## config.mk

```make
export PLATFORM = sky130hd
export DESIGN_NAME = json_string_escaper
export DESIGN_NICKNAME = d
export VERILOG_FILES = /design/src/jse_pkg.sv /design/src/json_string_escaper.sv /design/src/jse_char_gen.sv
export SDC_FILE = /design/constraint.sdc
export NUM_CORES = 1
export LEC_CHECK = 0
export BUFFER_PORTS_ARGS = -buffer_cell sky130_fd_sc_hd__buf_2
export CAP_MARGIN = 10
export CORE_ASPECT_RATIO = 0.9
export CORE_MARGIN = 2
export CORE_UTILIZATION = 40
export DETAILED_ROUTE_END_ITERATION = 8
export SYNTH_ARGS = -nofsm -noshare
export SYNTH_HDL_FRONTEND = slang
export SYNTH_SLANG_ARGS = --single-unit
```

## constraint.sdc

```tcl
create_clock -name clock -period 5.1 [get_ports clock]
set_clock_uncertainty 0.1 [all_clocks]
set_input_delay 1.02 -clock clock [delete_from_list [all_inputs] [get_ports clock]]
set_output_delay 1.02 -clock clock [all_outputs]
set_load 0.02 [all_outputs]
```

## src/jse_pkg.sv

```systemverilog
// Shared types, constants and helpers for the JSON string escaper.
`timescale 1ns / 1ps

package jse_pkg;

   // Request operation codes
   localparam logic [1:0] OP_START  = 2'd0;
   localparam logic [1:0] OP_DATA   = 2'd1;
   localparam logic [1:0] OP_END    = 2'd2;
   localparam logic [1:0] OP_UNUSED = 2'd3;

   // Character constants (7-bit ASCII)
   localparam logic [6:0] CH_QUOTE     = 7'h22;
   localparam logic [6:0] CH_BACKSLASH = 7'h5C;
   localparam logic [6:0] CH_LOWER_U   = 7'h75;
   localparam logic [6:0] CH_ZERO      = 7'h30;
   localparam logic [6:0] CH_UPPER_F   = 7'h46;
   localparam logic [6:0] CH_UPPER_D   = 7'h44;

   // Escaped sequences are six characters long
   localparam int unsigned SEQ_LEN = 6;
   localparam int unsigned IDX_W   = $clog2(SEQ_LEN);
   localparam logic [IDX_W-1:0] LAST_IDX = IDX_W'(SEQ_LEN - 1);

   // How a held item expands into output characters
   typedef enum logic [1:0] {
      KIND_QUOTE   = 2'd0,
      KIND_PLAIN   = 2'd1,
      KIND_REPLACE = 2'd2,
      KIND_ESCAPE  = 2'd3
   } kind_type;

   // One generated character and its end-of-item flag
   typedef struct packed {
      logic [6:0] ch;
      logic       last;
   } char_type;

   // Uppercase hex digit for a nibble
   function automatic logic [6:0] hex_char(input logic [3:0] nib);
      logic [6:0] res;
      if (nib < 4'd10) begin
         res = CH_ZERO + {3'b000, nib};
      end else begin
         res = 7'h41 + {3'b000, nib - 4'd10};
      end
      return res;
   endfunction

   // Printable bytes other than backslash and double quote pass through
   function automatic logic passes_plain(input logic [7:0] b);
      logic res;
      res = (b >= 8'h20) && (b <= 8'h7E) && (b != 8'h5C) && (b != 8'h22);
      return res;
   endfunction

   // Classify a data byte
   function automatic kind_type data_kind(input logic [7:0] b);
      kind_type res;
      if (b[7]) begin
         res = KIND_REPLACE;
      end else if (passes_plain(b)) begin
         res = KIND_PLAIN;
      end else begin
         res = KIND_ESCAPE;
      end
      return res;
   endfunction

endpackage

```

## src/json_string_escaper.sv

```systemverilog
// Top level of the JSON string escaper: input hold stage and output register.
`timescale 1ns / 1ps

// Turns a byte stream into a quoted JSON string, one request beat per item.
// A start or end beat yields a double quote; a printable data byte other than
// backslash or double quote passes through as one character; a byte with bit 7
// set yields \uFFFD and any other byte yields \u00 plus two uppercase hex
// digits, six characters each. rsp_run_last marks the final character of each
// item; an op of 3 yields nothing. Each response beat carries one character
// from a single output register, so a quote or plain item yields one beat
// and an escaped item six, and a new request is taken in the cycle the previous
// item's last character enters the output register. A request beat passes
// through the hold stage and the output register to the first response beat.
module json_string_escaper
   import jse_pkg::*;
(
   input  logic       clock,
   input  logic       reset,
   input  logic       req_valid,
   output logic       req_stall,
   input  logic [1:0] req_op,
   input  logic [7:0] req_in_byte,
   output logic       rsp_valid,
   input  logic       rsp_stall,
   output logic [6:0] rsp_out_byte,
   output logic       rsp_run_last
);

   // Hold stage
   logic             hold_valid_ff, hold_valid_in;
   kind_type         hold_kind_ff, hold_kind_in;
   logic [6:0]       hold_byte_ff, hold_byte_in;
   logic [IDX_W-1:0] idx_ff, idx_in;

   // Output register
   logic             out_valid_ff, out_valid_in;
   char_type         out_char_ff, out_char_in;

   char_type         gen_char;
   logic             out_free;
   logic             emit;
   logic             hold_done;
   logic             req_beat;
   logic             load;

   jse_char_gen u_char_gen (
      .kind      (hold_kind_ff),
      .data_byte (hold_byte_ff),
      .idx       (idx_ff),
      .char_out  (gen_char)
   );

   // Handshake
   assign out_free  = !out_valid_ff || !rsp_stall;
   assign emit      = hold_valid_ff && out_free;
   assign hold_done = emit && gen_char.last;
   assign req_stall = hold_valid_ff && !hold_done;
   assign req_beat  = req_valid && !req_stall;
   assign load      = req_beat && (req_op != OP_UNUSED);

   // Hold stage next state
   always_comb begin
      hold_valid_in = hold_valid_ff;
      hold_kind_in  = hold_kind_ff;
      hold_byte_in  = hold_byte_ff;
      idx_in        = idx_ff;
      if (hold_done) begin
         hold_valid_in = 1'b0;
      end else if (emit) begin
         idx_in = idx_ff + 1'b1;
      end
      if (load) begin
         hold_valid_in = 1'b1;
         hold_byte_in  = req_in_byte[6:0];
         idx_in        = '0;
         if (req_op == OP_DATA) begin
            hold_kind_in = data_kind(req_in_byte);
         end else begin
            hold_kind_in = KIND_QUOTE;
         end
      end
   end

   // Output register next state
   always_comb begin
      out_valid_in = out_valid_ff;
      out_char_in  = out_char_ff;
      if (out_free) begin
         out_valid_in = emit;
         if (emit) begin
            out_char_in = gen_char;
         end
      end
   end

   always_ff @(posedge clock) begin
      if (reset) begin
         hold_valid_ff <= 1'b0;
         out_valid_ff  <= 1'b0;
         idx_ff        <= '0;
      end else begin
         hold_valid_ff <= hold_valid_in;
         out_valid_ff  <= out_valid_in;
         idx_ff        <= idx_in;
      end
   end

   // Payload registers
   always_ff @(posedge clock) begin
      hold_kind_ff <= hold_kind_in;
      hold_byte_ff <= hold_byte_in;
      out_char_ff  <= out_char_in;
   end

   assign rsp_valid    = out_valid_ff;
   assign rsp_out_byte = out_char_ff.ch;
   assign rsp_run_last = out_char_ff.last;

endmodule

```

## src/jse_char_gen.sv

```systemverilog
// Character selector: picks one output character of a held item by index.
`timescale 1ns / 1ps

module jse_char_gen
   import jse_pkg::*;
(
   input  kind_type         kind,
   input  logic [6:0]       data_byte,
   input  logic [IDX_W-1:0] idx,
   output char_type         char_out
);

   logic [6:0] esc_char;
   logic [6:0] rep_char;
   logic       at_end;

   assign at_end = (idx == LAST_IDX);

   // \u00XX sequence
   always_comb begin
      unique case (idx)
         3'd0:    esc_char = CH_BACKSLASH;
         3'd1:    esc_char = CH_LOWER_U;
         3'd2:    esc_char = CH_ZERO;
         3'd3:    esc_char = CH_ZERO;
         3'd4:    esc_char = hex_char({1'b0, data_byte[6:4]});
         default: esc_char = hex_char(data_byte[3:0]);
      endcase
   end

   // \uFFFD sequence
   always_comb begin
      unique case (idx)
         3'd0:    rep_char = CH_BACKSLASH;
         3'd1:    rep_char = CH_LOWER_U;
         3'd2:    rep_char = CH_UPPER_F;
         3'd3:    rep_char = CH_UPPER_F;
         3'd4:    rep_char = CH_UPPER_F;
         default: rep_char = CH_UPPER_D;
      endcase
   end

   // Select by kind; single-character kinds always end the item
   always_comb begin
      unique case (kind)
         KIND_QUOTE: begin
            char_out.ch   = CH_QUOTE;
            char_out.last = 1'b1;
         end
         KIND_PLAIN: begin
            char_out.ch   = data_byte;
            char_out.last = 1'b1;
         end
         KIND_REPLACE: begin
            char_out.ch   = rep_char;
            char_out.last = at_end;
         end
         default: begin
            char_out.ch   = esc_char;
            char_out.last = at_end;
         end
      endcase
   end

endmodule
```

==> results.ini <==
[critical_path]
cp-end-kind=output pin
crit_type=flip-flop to output pin
cp.required_ns=3.98
path_max_fanout=17
critPathArrivalTime_ns=1.70
cp-start-kind=flip-flop

[synthesis]
ys_types=40
syn_area_um2=1200
yosysWarnings=0
synthArstFlopShare_pct=0
synth_edf_count=17
seq_area_frac_synth_pct=50.7
ys_ff_latch=22
synth_area_leader_cell=edfxtp_1
syn-mean-instance-area_um2=10.7
synth_area_leaders=edfxtp_1 42%, dfxtp_1 8.3%, ha_1 6.2%
synthFlopType=edfxtp_1
yosysTopAreaCellShare_pct=42.4
syn_inst=113
synthesis.nets=133

[sta]
maxSlewHeadroom_pct=52.5
worstMarginPinSlew_ns=0.710
hold_viol_final=0
finalCritPeriodShare_pct=55.3
min_period_ns=2.82
slew_viol_final=0
setup_viol=0
finalSetupTns_ns=0
rsz0062_at_grt=false
clock.fmax_mhz=355

[pwr]
pwr-share-comb_pct=13.7
switching_share_pct=23.8
p_int_uw=268
total_power_uw=352
power_frac_seq_pct=60.2
leakagePower_uw=0.000556
power_density_nw_per_um2=252
vdd_drop_max_mv=0.177
power.share.clock_pct=26.1
p_sw_uw=83.8

[floorplanning]
io_pins=24
die_area_um2=3460
coreArea_um2=2820
initial_utilization_pct=42.8
chipWidth_um=61.8
rows=18
die_h_um=56.0

[route]
viasPerCell=4.90
drtPass1Iterations=4
wire_per_inst_um=11.6
drc=0
drt_wl_total_mm=2.05
first_iter_violations=25
ant_nets=0
num_vias=867

[placement]
placed_cell_area_um2=1360
gp_congestion=0.842
io_buffers=23
dp_hpwl_mm=1.62

[global_routing]
grt_pass1_vias=792
grt_pass1_wl_mm=3.44
grt_usage_pct=13.0
grt-ovfl-total=0
antenna_found_initial=0
grt_max_degree=18

[final_layout]
layout-drive-gt1-share_pct=24.1
final_cell_mix=23 x buf_2, 17 x edfxtp_1, 11 x a21oi_1
fillCellCount=271
syn2layout_area_growth_pct=15.9
final_common_cell=buf_2
n_antenna_cell=0
utilization_pct=49.6
fin_area_um2=1400
nets=158

[cts]
root_buffer=clkbuf_4
cts_made_buffers=3
htreeDepth=1
post_cts_buffers=0
cts.sinks=22
cts.clk_slew.worst_paths_ns=0.11
cts_tree=done
clock_path_buffers=2
post_cts_resized=0
ctsHoldBuffers=0
clkLatencyLatePin_ns=0.30

[run_status]
status=complete, no violations

[run]
maxCapViolations=0

[worst_hold_path]
min_path_type=flip-flop to flip-flop

flip-flops by register name, indices dropped and copies added (netlist names):
name           flops
hold_byte_ff       7
rsp_out_byte       7
idx_ff             3
hold_valid_ff      1
rsp_valid          1
rsp_run_last       1
hold_kind_ff       2
layer usage:
metal	vias to the layer above	wire (um)	track usage (%)	part of all wire, %
li1	463	-	-	-
met1	380	1020	17.2	50
met2	24	919	21.1	45
met3	0	113	4.19	5.5
met4	0	0	1.82	0
met5	-	0	0	0
synthesized netlist by cell type (all sizes together), types with 2 or more instances:
master	count
nor2b	2
a21oi	11
ha	6
nand2	8
clkbuf	2
nand2b	2
nor2	9
and3	2
dfxtp	5
nor3b	3
xnor2	2
inv	8
buf	2
o22ai	2
o311a	2
nand3	3
xor2	2
a21boi	4
o21ai	6
edfxtp	17
area by class of cell:
cell class              count  area (um2)  share of cell area (%)
repair buffers             24         123                    8.79
clock buffers               4        36.3                    2.60
flip-flops and latches     22         611                    43.8
inverters                   8        30.0                    2.15
well taps                  40        50.0                    3.59
multi-input cells          79         546                    39.1
worst max-delay path: stages (launching register included):
cell      delay [ns]
edfxtp_1        0.66
a21boi_2        0.29
inv_2           0.08
a21boi_4        0.18
buf_2           0.19
path summary, 6_finish.rpt:
check | start | endpoint | slack (ns) | cells past startpoint
max | hold_kind_ff[1] | req_stall | 2.28 | 4
min | hold_valid_ff | rsp_valid | 0.40 | 2
max reg2reg | hold_kind_ff[1] | hold_byte_ff[1] | 3.02 | 4
min reg2reg | hold_valid_ff | rsp_valid | 0.40 | 2
power by group through the flow:
| stage | combinational [uW] | sequential [uW] | clock [uW] |
|---|---|---|---|
| finish | 48.2 | 212 | 91.6 |
| floorplan | 28.1 | 218 | 0 |
| CTS | 48.6 | 212 | 96.8 |
| detailed placement | 48.4 | 216 | 0 |
| global placement | 47.3 | 216 | 0 |
| global route | 54.0 | 214 | 104 |
logic make-up (layout without fill, tap and decap cells):
family | count (synthesis) | count (layout) | share of synthesized area, %
adder cells (fa/ha/maj) | 6 | 6 | 6.24
multiplexers | 1 | 1 | 0.832
XOR/XNOR | 4 | 4 | 2.91
AND/OR/NAND/NOR | 33 | 33 | 14.2
buffers and inverters | 12 | 36 | 3.95
AO/OA/AOI/OAI | 35 | 35 | 21.1
flip-flops | 22 | 22 | 50.7
per-stage QoR:
stage	hold WS [ns]	instances	worst slack, ns
finish	0.401	177	2.28
global placement	0.373	173	2.45
global route	0.455	177	2.12
detailed placement	0.379	173	2.43
CTS	0.408	177	2.26
floorplan	0.354	113	2.64
Note: power is estimated with default switching activity, not from simulation.
